## src/rtl/hsrd_pkg.sv

```systemverilog
`default_nettype none
// ----------------------------------------------------------------------------
// hsrd_pkg
// Shared types, constants and the checksum step for the humidity sensor
// reading decoder.
// ----------------------------------------------------------------------------
package hsrd_pkg;

   // Position of the next byte within one three-byte reading.
   typedef logic [1:0] pos_type;
   localparam pos_type POS_MSB = 2'd0;
   localparam pos_type POS_LSB = 2'd1;
   localparam pos_type POS_CRC = 2'd2;

   // Mask that clears the two status bits of the raw reading.
   localparam logic [15:0] STATUS_MASK = 16'hFFFC;

   // Conversion gains (value per 2^16 counts) and offsets, in hundredths.
   localparam int unsigned COEF_W = 15;
   localparam logic [COEF_W-1:0] TEMP_COEF  = 15'd17572;
   localparam logic [COEF_W-1:0] HUMID_COEF = 15'd12500;
   localparam logic signed [15:0] TEMP_OFFSET  = 16'sd4685;
   localparam logic signed [15:0] HUMID_OFFSET = 16'sd600;

   // Width of the converted result.
   localparam int unsigned VALUE_W = 15;

   // CRC-8 generator polynomial x^8 + x^5 + x^4 + 1.
   localparam logic [7:0] CRC_POLY = 8'h31;

   // Feeds one byte into the CRC-8, most significant bit first.
   function automatic logic [7:0] crc8_byte(input logic [7:0] crc, input logic [7:0] data);
      logic [7:0] c;
      c = crc ^ data;
      for (int i = 0; i < 8; i++) begin
         if (c[7]) begin
            c = {c[6:0], 1'b0} ^ CRC_POLY;
         end else begin
            c = {c[6:0], 1'b0};
         end
      end
      return c;
   endfunction

endpackage
`default_nettype wire

```

## src/rtl/hsrd_convert.sv

```systemverilog
`default_nettype none
// ----------------------------------------------------------------------------
// hsrd_convert
// Scales a 16-bit sensor reading to signed hundredths of a degree C or of a
// percent relative humidity.
// ----------------------------------------------------------------------------
module hsrd_convert (
   input  wire logic [15:0]                           raw,
   input  wire logic                                  is_humidity,
   output logic signed [hsrd_pkg::VALUE_W-1:0]        value
);

   logic [hsrd_pkg::COEF_W-1:0]        coef;
   logic signed [15:0]                 offset;
   logic [hsrd_pkg::COEF_W+15:0]       product;
   logic [hsrd_pkg::COEF_W-1:0]        scaled;
   logic signed [15:0]                 diff;

   always_comb begin
      coef   = is_humidity ? hsrd_pkg::HUMID_COEF : hsrd_pkg::TEMP_COEF;
      offset = is_humidity ? hsrd_pkg::HUMID_OFFSET : hsrd_pkg::TEMP_OFFSET;
      // The status bits are cleared before scaling.
      product = (hsrd_pkg::COEF_W + 16)'(raw & hsrd_pkg::STATUS_MASK)
              * (hsrd_pkg::COEF_W + 16)'(coef);
      // Dropping the low 16 bits is the floor of the division by 65536.
      scaled = product[hsrd_pkg::COEF_W+15:16];
      diff   = $signed({1'b0, scaled}) - offset;
      value  = diff[hsrd_pkg::VALUE_W-1:0];
   end

endmodule
`default_nettype wire

```

## src/rtl/humidity_sensor_reading_decoder_core.sv

```systemverilog
`default_nettype none
// ----------------------------------------------------------------------------
// humidity_sensor_reading_decoder_core
// Checks and converts the three-byte measurement answer of a humidity and
// temperature sensor.
// ----------------------------------------------------------------------------
// Usage:
// The req channel carries one sensor byte per transfer: the high data byte,
// the low data byte and then the checksum byte, in that order. req_func is
// looked at only with the checksum byte and selects temperature (0) or
// relative humidity (1).
// The rsp channel carries one result per reading, in the cycle after the
// checksum byte is transferred. A matching CRC-8 (polynomial 0x31, start
// value 0) gives the converted value in hundredths with rsp_crc_ok high; a
// mismatch gives value 0 with rsp_crc_ok low. rsp_is_humidity echoes the
// kind of reading in either case.
// Throughput is one byte per cycle. The result sits in a single output
// register; req_ready stays high while that register is empty or is being
// emptied in the same cycle, so a stalled receiver holds back new bytes only
// while an unread result is waiting.
// Reset returns the byte counter to the high data byte, clears the running
// CRC and drops rsp_valid.
// ----------------------------------------------------------------------------
module humidity_sensor_reading_decoder_core (
   input  wire logic                                  clock,
   input  wire logic                                  reset,
   input  wire logic                                  req_valid,
   output logic                                       req_ready,
   input  wire logic [7:0]                            req_data_byte,
   input  wire logic                                  req_func,
   output logic                                       rsp_valid,
   input  wire logic                                  rsp_ready,
   output logic signed [hsrd_pkg::VALUE_W-1:0]        rsp_value,
   output logic                                       rsp_crc_ok,
   output logic                                       rsp_is_humidity
);

   // Byte position and the stored data bytes of the reading in progress.
   hsrd_pkg::pos_type                   pos_ff, pos_in;
   logic [7:0]                          high_byte_ff, high_byte_in;
   logic [7:0]                          low_byte_ff, low_byte_in;
   logic [7:0]                          crc_ff, crc_in;

   // Output register.
   logic                                rsp_valid_ff, rsp_valid_in;
   logic signed [hsrd_pkg::VALUE_W-1:0] rsp_value_ff, rsp_value_in;
   logic                                rsp_crc_ok_ff, rsp_crc_ok_in;
   logic                                rsp_is_humidity_ff, rsp_is_humidity_in;

   logic                                req_fire;
   logic                                last_byte;
   logic                                crc_match;
   logic signed [hsrd_pkg::VALUE_W-1:0] conv_value;

   // The output register can take a new result when it is empty or is being
   // read in this cycle.
   assign req_ready = !rsp_valid_ff || rsp_ready;
   assign req_fire  = req_valid && req_ready;

   // Position three never occurs, but is handled like the checksum position.
   assign last_byte = pos_ff[1];
   assign crc_match = (crc_ff == req_data_byte);

   hsrd_convert u_convert (
      .raw         ({high_byte_ff, low_byte_ff}),
      .is_humidity (req_func),
      .value       (conv_value)
   );

   always_comb begin
      pos_in             = pos_ff;
      high_byte_in       = high_byte_ff;
      low_byte_in        = low_byte_ff;
      crc_in             = crc_ff;
      rsp_valid_in       = rsp_valid_ff && !rsp_ready;
      rsp_value_in       = rsp_value_ff;
      rsp_crc_ok_in      = rsp_crc_ok_ff;
      rsp_is_humidity_in = rsp_is_humidity_ff;

      if (req_fire) begin
         unique case (pos_ff)
            hsrd_pkg::POS_MSB: begin
               high_byte_in = req_data_byte;
               crc_in       = hsrd_pkg::crc8_byte(8'h00, req_data_byte);
               pos_in       = hsrd_pkg::POS_LSB;
            end
            hsrd_pkg::POS_LSB: begin
               low_byte_in = req_data_byte;
               crc_in      = hsrd_pkg::crc8_byte(crc_ff, req_data_byte);
               pos_in      = hsrd_pkg::POS_CRC;
            end
            default: begin
               // Checksum byte: compare, convert and load the result.
               rsp_valid_in       = 1'b1;
               rsp_crc_ok_in      = crc_match;
               rsp_value_in       = crc_match ? conv_value : '0;
               rsp_is_humidity_in = req_func;
               crc_in             = 8'h00;
               pos_in             = hsrd_pkg::POS_MSB;
            end
         endcase
      end
   end

   always_ff @(posedge clock) begin
      if (reset) begin
         pos_ff       <= hsrd_pkg::POS_MSB;
         high_byte_ff <= 8'h00;
         low_byte_ff  <= 8'h00;
         crc_ff       <= 8'h00;
         rsp_valid_ff <= 1'b0;
      end else begin
         pos_ff       <= pos_in;
         high_byte_ff <= high_byte_in;
         low_byte_ff  <= low_byte_in;
         crc_ff       <= crc_in;
         rsp_valid_ff <= rsp_valid_in;
      end
      rsp_value_ff       <= rsp_value_in;
      rsp_crc_ok_ff      <= rsp_crc_ok_in;
      rsp_is_humidity_ff <= rsp_is_humidity_in;
   end

   assign rsp_valid       = rsp_valid_ff;
   assign rsp_value       = rsp_value_ff;
   assign rsp_crc_ok      = rsp_crc_ok_ff;
   assign rsp_is_humidity = rsp_is_humidity_ff;

   // A rejected reading always reports zero.
   a_reject_zero: assert property (@(posedge clock) disable iff (reset)
      rsp_valid_ff && !rsp_crc_ok_ff |-> rsp_value_ff == '0)
      else $error("rejected reading carries a nonzero value");

   // The byte counter only walks through the three defined positions.
   a_pos_range: assert property (@(posedge clock) disable iff (reset)
      pos_ff != 2'd3)
      else $error("byte position left the defined range");

   // A new result appears only after a checksum byte transfer.
   a_result_source: assert property (@(posedge clock) disable iff (reset)
      $rose(rsp_valid_ff) |-> $past(req_fire && last_byte))
      else $error("result raised without a checksum byte");

   // The running CRC is cleared whenever a reading completes.
   a_crc_cleared: assert property (@(posedge clock) disable iff (reset)
      req_fire && last_byte |=> crc_ff == 8'h00 && pos_ff == hsrd_pkg::POS_MSB)
      else $error("checksum state not cleared after a reading");

   // An empty output register never blocks the input side.
   a_ready_empty: assert property (@(posedge clock) disable iff (reset)
      !rsp_valid_ff |-> req_ready)
      else $error("input stalled with an empty output register");

endmodule
`default_nettype wire
```

## config.mk

```make
export PLATFORM = sky130hd
export DESIGN_NAME = humidity_sensor_reading_decoder_core
export DESIGN_NICKNAME = d
export VERILOG_FILES = /design/src/rtl/hsrd_pkg.sv /design/src/rtl/hsrd_convert.sv /design/src/rtl/humidity_sensor_reading_decoder_core.sv
export SDC_FILE = /design/constraint.sdc
export NUM_CORES = 1
export LEC_CHECK = 0
export BUFFER_PORTS_ARGS = -buffer_cell sky130_fd_sc_hd__buf_2
export CORE_MARGIN = 1
export CORE_UTILIZATION = 66
export CTS_CLUSTER_SIZE = 20
export DETAILED_ROUTE_END_ITERATION = 10
export GPL_TIMING_DRIVEN = 0
export PLACE_DENSITY = 0.94
export RECOVER_POWER = 25
export SYNTH_ARGS = -nofsm -noshare
export SYNTH_HDL_FRONTEND = slang
export SYNTH_SLANG_ARGS = --single-unit
```

## constraint.sdc

```tcl
create_clock -name clock -period 19.5 [get_ports clock]
set_clock_uncertainty 0.1 [all_clocks]
set_input_delay 0.975 -clock clock [delete_from_list [all_inputs] [get_ports clock]]
set_output_delay 0.975 -clock clock [all_outputs]
set_load 0.05 [all_outputs]
```

==> results_dict.tcl, run 1 <==
set metrics [dict create \
    grt_max_degree 18 \
    fillers 650 \
    drc 0 \
    first_pass_iters 6 \
    start_kind "primary input" \
    hp-class "flip-flop to flip-flop" \
    drive_gt1_share_pct 4.330 \
    yosysWarningCount 0 \
    fin_nets 908 \
    initial_core_util_pct 67.93 \
    ir_drop_mv 0.05608 \
    cts_hold_buffers 0 \
    post_cts_buffers 0 \
    hold_violations 0 \
    vias 4873 \
    crit_type "primary input to flip-flop" \
    power_switching_mw 0.2317 \
    viasPerCell 5.892 \
    cts.clk_slew.worst_paths_ns 0.10 \
    worstPathRequired_ns 19.59 \
    die_w_um 99.29 \
    die-area_sq_um 9859 \
    die-height_um 99.29 \
    synth.distinct_cells 55 \
    max-cap-violations 0 \
    combPwrFrac_pct 65.6 \
    setup_violations 0 \
    overflow 0 \
    areaGrowthSynthToFinish_pct 6.329 \
    pin_count 32 \
    synth_edf_count 17 \
    syn_avg_cell_area_sq_um 9.296 \
    finalWirelength_mm 14.19 \
    max_freq_mhz 113.0 \
    hpwl_mm 11.35 \
    antenna_found_initial 0 \
    post-route-min-period_ns 8.853 \
    grt_pass1_vias 5071 \
    root_buffer "clkbuf_8" \
    drv_slew 0 \
    core_region_area_sq_um 9196 \
    clockPowerShare_pct 13.8 \
    synth_cells 672 \
    switching_share_pct 46.80 \
    cp_common_cell "inv_1" \
    max_stage_delay_ns 0.54 \
    clock_latency_ns 0.31 \
    total_power_mw 0.4951 \
    p_int_mw 0.2634 \
    clock-sinks 42 \
    ys_seq_area_share_pct 16.18 \
    track_usage_pct 29.94 \
    slew_headroom_pct 53.05 \
    numCtsBuffers 5 \
    p_seq_share_pct 20.6 \
    leakagePower_nw 3.689 \
    cts_tree "yes" \
    route.antenna.remaining_nets 0 \
    port_buffers 25 \
    synth_area_sq_um 6247 \
    gp_congestion 0.9204 \
    ctsResizeCount 0 \
    wl_per_cell_um 17.16 \
    antenna_cells 0 \
    endpoint_kind "flip-flop" \
    slowest_stage "fa_1" \
    std_cell_rows 35 \
    htreeDepth 2 \
    clk_path_buf_depth 2 \
    synth-async-reset-ratio_pct 0 \
    arrival_ns 8.95 \
    grt_pass1_wl_mm 23.22 \
    multi_input_area_sq_um 4778 \
    finalCritPeriodShare_pct 45.40 \
    rsz0062_at_grt "false" \
    tns_ns 0 \
    drtIter0Drc 308 \
    ys_ff_latch 42 \
    crit_fanout 11 \
    powerDensity_nw_per_um2 74.53 \
    synth_ff_type "dfxtp_1" \
    final-seq-area_sq_um 1011 \
    tightest_slew_ns 0.6968 \
    outcome "finished, final reports clean" \
]
## metrics by stage
step	std cells	hold WS (ns)	area (sq um)	setup slack, ns	utilization, %
after floorplan	683	0.3623	6289	11.94	-
after global placement	819	0.3863	6553	10.95	71.25
after detailed placement	819	0.3973	6553	10.79	71.25
after CTS	827	0.4109	6665	11.03	72.48
after global routing	827	0.4572	6643	10.30	72.23
final	827	0.4193	6643	10.65	72.23
## worst paths after layout
check	startpoint	to	slack, ns	cells past startpoint
setup / recovery	req_func	rsp_value[14]	10.65	31
hold / removal	low_byte_ff[4]	low_byte_ff[4]	0.42	2
setup reg to reg	high_byte_ff[6]	rsp_value[14]	11.67	25
hold reg to reg	low_byte_ff[4]	low_byte_ff[4]	0.42	2
## worst max-delay path: cells and delay by family
| family | cells | cell delay (ns) |
|---|---|---|
| xor+xnor | 1 | 0.13 |
| fa+ha+maj | 8 | 3.42 |
| simple gates | 6 | 0.80 |
| mux | 1 | 0.11 |
| buf+inv | 8 | 1.43 |
| compound gates | 7 | 2.08 |
## flip-flops by register name (all words and copies together) (netlist names)
register         flops
rsp_is_humidity      1
pos_ff               2
high_byte_ff         8
rsp_crc_ok           1
low_byte_ff          6
rsp_value           15
rsp_valid            1
crc_ff               8
## synth_stat cells (4+ instances only)
library cell / instances / area [sq um]
and3_1: 6 / 37.54
a21o_1: 7 / 52.55
nand2b_1: 4 / 25.02
xor2_1: 33 / 289.0
a22oi_1: 8 / 60.06
ha_1: 117 / 1464
edfxtp_1: 17 / 510.5
a21oi_1: 24 / 120.1
nor2b_1: 7 / 43.79
mux2i_1: 10 / 100.1
nor3_1: 4 / 20.02
dfxtp_1: 25 / 500.5
o21ai_0: 8 / 40.04
clkbuf_1: 23 / 86.33
nor2_1: 38 / 142.6
or2_2: 4 / 25.02
nand4_1: 4 / 25.02
nand2_1: 63 / 236.5
xnor2_1: 40 / 350.3
fa_1: 63 / 1261
nand3_1: 11 / 55.05
inv_1: 105 / 394.1
## per-layer routing
metal	wire length, um	vias to the layer above	GRT usage, %
met5	0	-	0
li1	-	2287	-
met3	654	47	3.514
met4	584	0	13.24
met1	5826	2363	36.72
met2	7124	176	53.10
## cell usage in the layout, fill, tap and decap left out, drive strengths merged, types with 10 or more instances in the layout
cell / synthesis / final
nor2: 38 / 38
ha: 117 / 117
fa: 63 / 63
nand2: 63 / 63
mux2i: 10 / 10
clkbuf: 23 / 47
inv: 105 / 106
xnor2: 40 / 40
dfxtp: 25 / 25
edfxtp: 17 / 17
conb: 2 / 13
xor2: 33 / 33
nand3: 11 / 11
buf: 3 / 10
a21oi: 24 / 24
## power groups by stage
stage / Clock [mW] / Sequential (mW) / Combinational, mW
final: 0.0684 / 0.102 / 0.325
after global routing: 0.0713 / 0.103 / 0.359
after detailed placement: 0 / 0.104 / 0.309
after global placement: 0 / 0.104 / 0.290
after floorplan: 0 / 0.102 / 0.246
after CTS: 0.0683 / 0.102 / 0.319
## final cells by class
class,instances,share of cell area [%]
Timing Repair Buffer,25,1.545
Tap cell,111,2.091
Sequential cell,42,15.22
Multi-Input combinational cell,510,71.93
Buffer,26,1.582
Clock buffer,6,1.413
Clock inverter,2,0.2825
Inverter,105,5.933
## logic make-up after synthesis
kind of cell	after synthesis	share of synthesized area, %
flops	42	16.18
mux	11	1.783
simple gates	155	11.46
xor+xnor	73	10.23
buf+inv	131	7.991
other cells	2	0.1202
compound gates	78	8.612
fa+ha+maj	180	43.62
Power figures use the tool's default switching activity.
==> run 2: changes to the inputs <==
- CORE_UTILIZATION: 66 -> 58
- PLACE_DENSITY: 0.94 -> 0.88
- clock period: 19.5 -> 8 ns (I/O delays scaled with it)
==> results_dict.tcl, run 2 (synthesized netlist as in run 1, its figures left out) <==
set metrics [dict create \
    worstPathRequired_ns 8.08 \
    slowest_stage "fa_1" \
    std_cell_rows 37 \
    largest_register_ffs 15 \
    cts_tree "yes" \
    htreeDepth 2 \
    areaGrowthSynthToFinish_pct 6.729 \
    clk_path_buf_depth 2 \
    powerDensity_nw_per_um2 174.3 \
    placed_area_sq_um 6584 \
    initial_core_util_pct 60.24 \
    grt_pass1_vias 4850 \
    start_kind "primary input" \
    cts_hold_buffers 0 \
    drv_slew 0 \
    gp_congestion 0.9487 \
    crit_fanout 11 \
    setup_violations 0 \
    hold_violations 0 \
    hp-class "primary input to flip-flop" \
    finish.utilization_pct 64.30 \
    die_w_um 105.8 \
    first_pass_iters 6 \
    grt_pass1_wl_mm 22.07 \
    core_region_area_sq_um 10370 \
    crit_type "primary input to flip-flop" \
    rsz0062_at_grt "false" \
    root_buffer "clkbuf_8" \
    finalWirelength_mm 13.29 \
    post-route-min-period_ns 7.628 \
    outcome "finished, final reports clean" \
    route.antenna.remaining_nets 0 \
    drc 0 \
    max_stage_delay_ns 0.54 \
    port_buffers 25 \
    ir_drop_mv 0.1328 \
    postLayoutCellArea_sq_um 6668 \
    slew_headroom_pct 54.22 \
    max-cap-violations 0 \
    leakagePower_nw 3.689 \
    max_freq_mhz 131.1 \
    fillers 838 \
    numCtsBuffers 5 \
    drive_gt1_share_pct 5.028 \
    clock-sinks 42 \
    clock_latency_ns 0.32 \
    tightest_slew_ns 0.6778 \
    layout_common_cells "117 x ha_1, 105 x inv_1, 63 x nand2_1, 63 x fa_1, 40 x xnor2_1" \
    overflow 0 \
    viasPerCell 5.624 \
    fin_nets 908 \
    post_cts_buffers 0 \
    die-area_sq_um 11190 \
    cts.clk_slew.worst_paths_ns 0.10 \
    wl_per_cell_um 15.59 \
    drtIter0Drc 307 \
    pin_count 32 \
    antenna_cells 0 \
    endpoint_kind "flip-flop" \
    arrival_ns 7.71 \
    hpwl_mm 11.01 \
    antenna_found_initial 0 \
    vias 4792 \
    finalCritPeriodShare_pct 95.35 \
    track_usage_pct 24.69 \
    grt_max_degree 18 \
    cp_common_cell "inv_1" \
    die-height_um 105.8 \
    final_common_cell "ha_1" \
]
==> run 2: worst paths after layout <==
path,from,to,cells after the start,slack [ns]
max,req_func,rsp_value[14],31,0.37
min,reset,low_byte_ff[4],2,0.30
max reg2reg,high_byte_ff[6],rsp_value[14],25,0.47
min reg2reg,pos_ff[1],pos_ff[1],2,0.41
==> run 2: cell type report <==
cell class	count	area (sq um)	area share, %
multi-input combinational	510	4790	71.83
buffer	26	107.6	1.614
timing repair buffer	25	103.9	1.558
tap	136	170.2	2.552
sequential	42	1011	15.16
clock inverter	3	22.52	0.3378
clock buffer	5	68.82	1.032
inverter	105	394.1	5.911
==> run 2: power by group <==
part / switching (mW) / internal (mW)
sequential: 0.0166 / 0.232
combinational: 0.441 / 0.326
clock: 0.0836 / 0.0627
total: 0.542 / 0.621
==> run 2: per-stage QoR <==
step	total power [mW]	hold slack, ns	cells	TNS [ns]	worst slack (ns)
final	1.162	0.3049	852	0	0.3719
after global routing	1.264	0.3122	852	0	0.02398
after CTS	1.145	0.2911	852	0	0.2180
after detailed placement	0.9917	0.3841	844	-0.09629	-0.05060
after global placement	0.9588	0.3798	844	0	0.05570
after floorplan	0.8499	0.3623	683	0	1.017
==> run 2: worst max-delay path: cells and delay by family <==
kind,cells,cell delay [ns]
mux,1,0.10
compound gates,7,1.99
fa+ha+maj,8,3.37
buf+inv,8,0.97
simple gates,6,0.76
xor+xnor,1,0.13
==> run 2: routing by layer <==
metal  part of all wire (%)  vias up  GRT usage (%)  wire length, um
met2                     49      168          42.06             6560
met1                     42     2307          31.48             5599
met4                    3.7        0          11.51              493
met3                    4.8       36          2.536              632
li1                       -     2281              -                -
met5                      0        -              0                0
==> run 2: timing repair <==
item / CTS / global route
gates resized for setup: 0 / 6
setup endpoints to repair: 0 / 4
endpoints found under the hold margin: 0 / 0
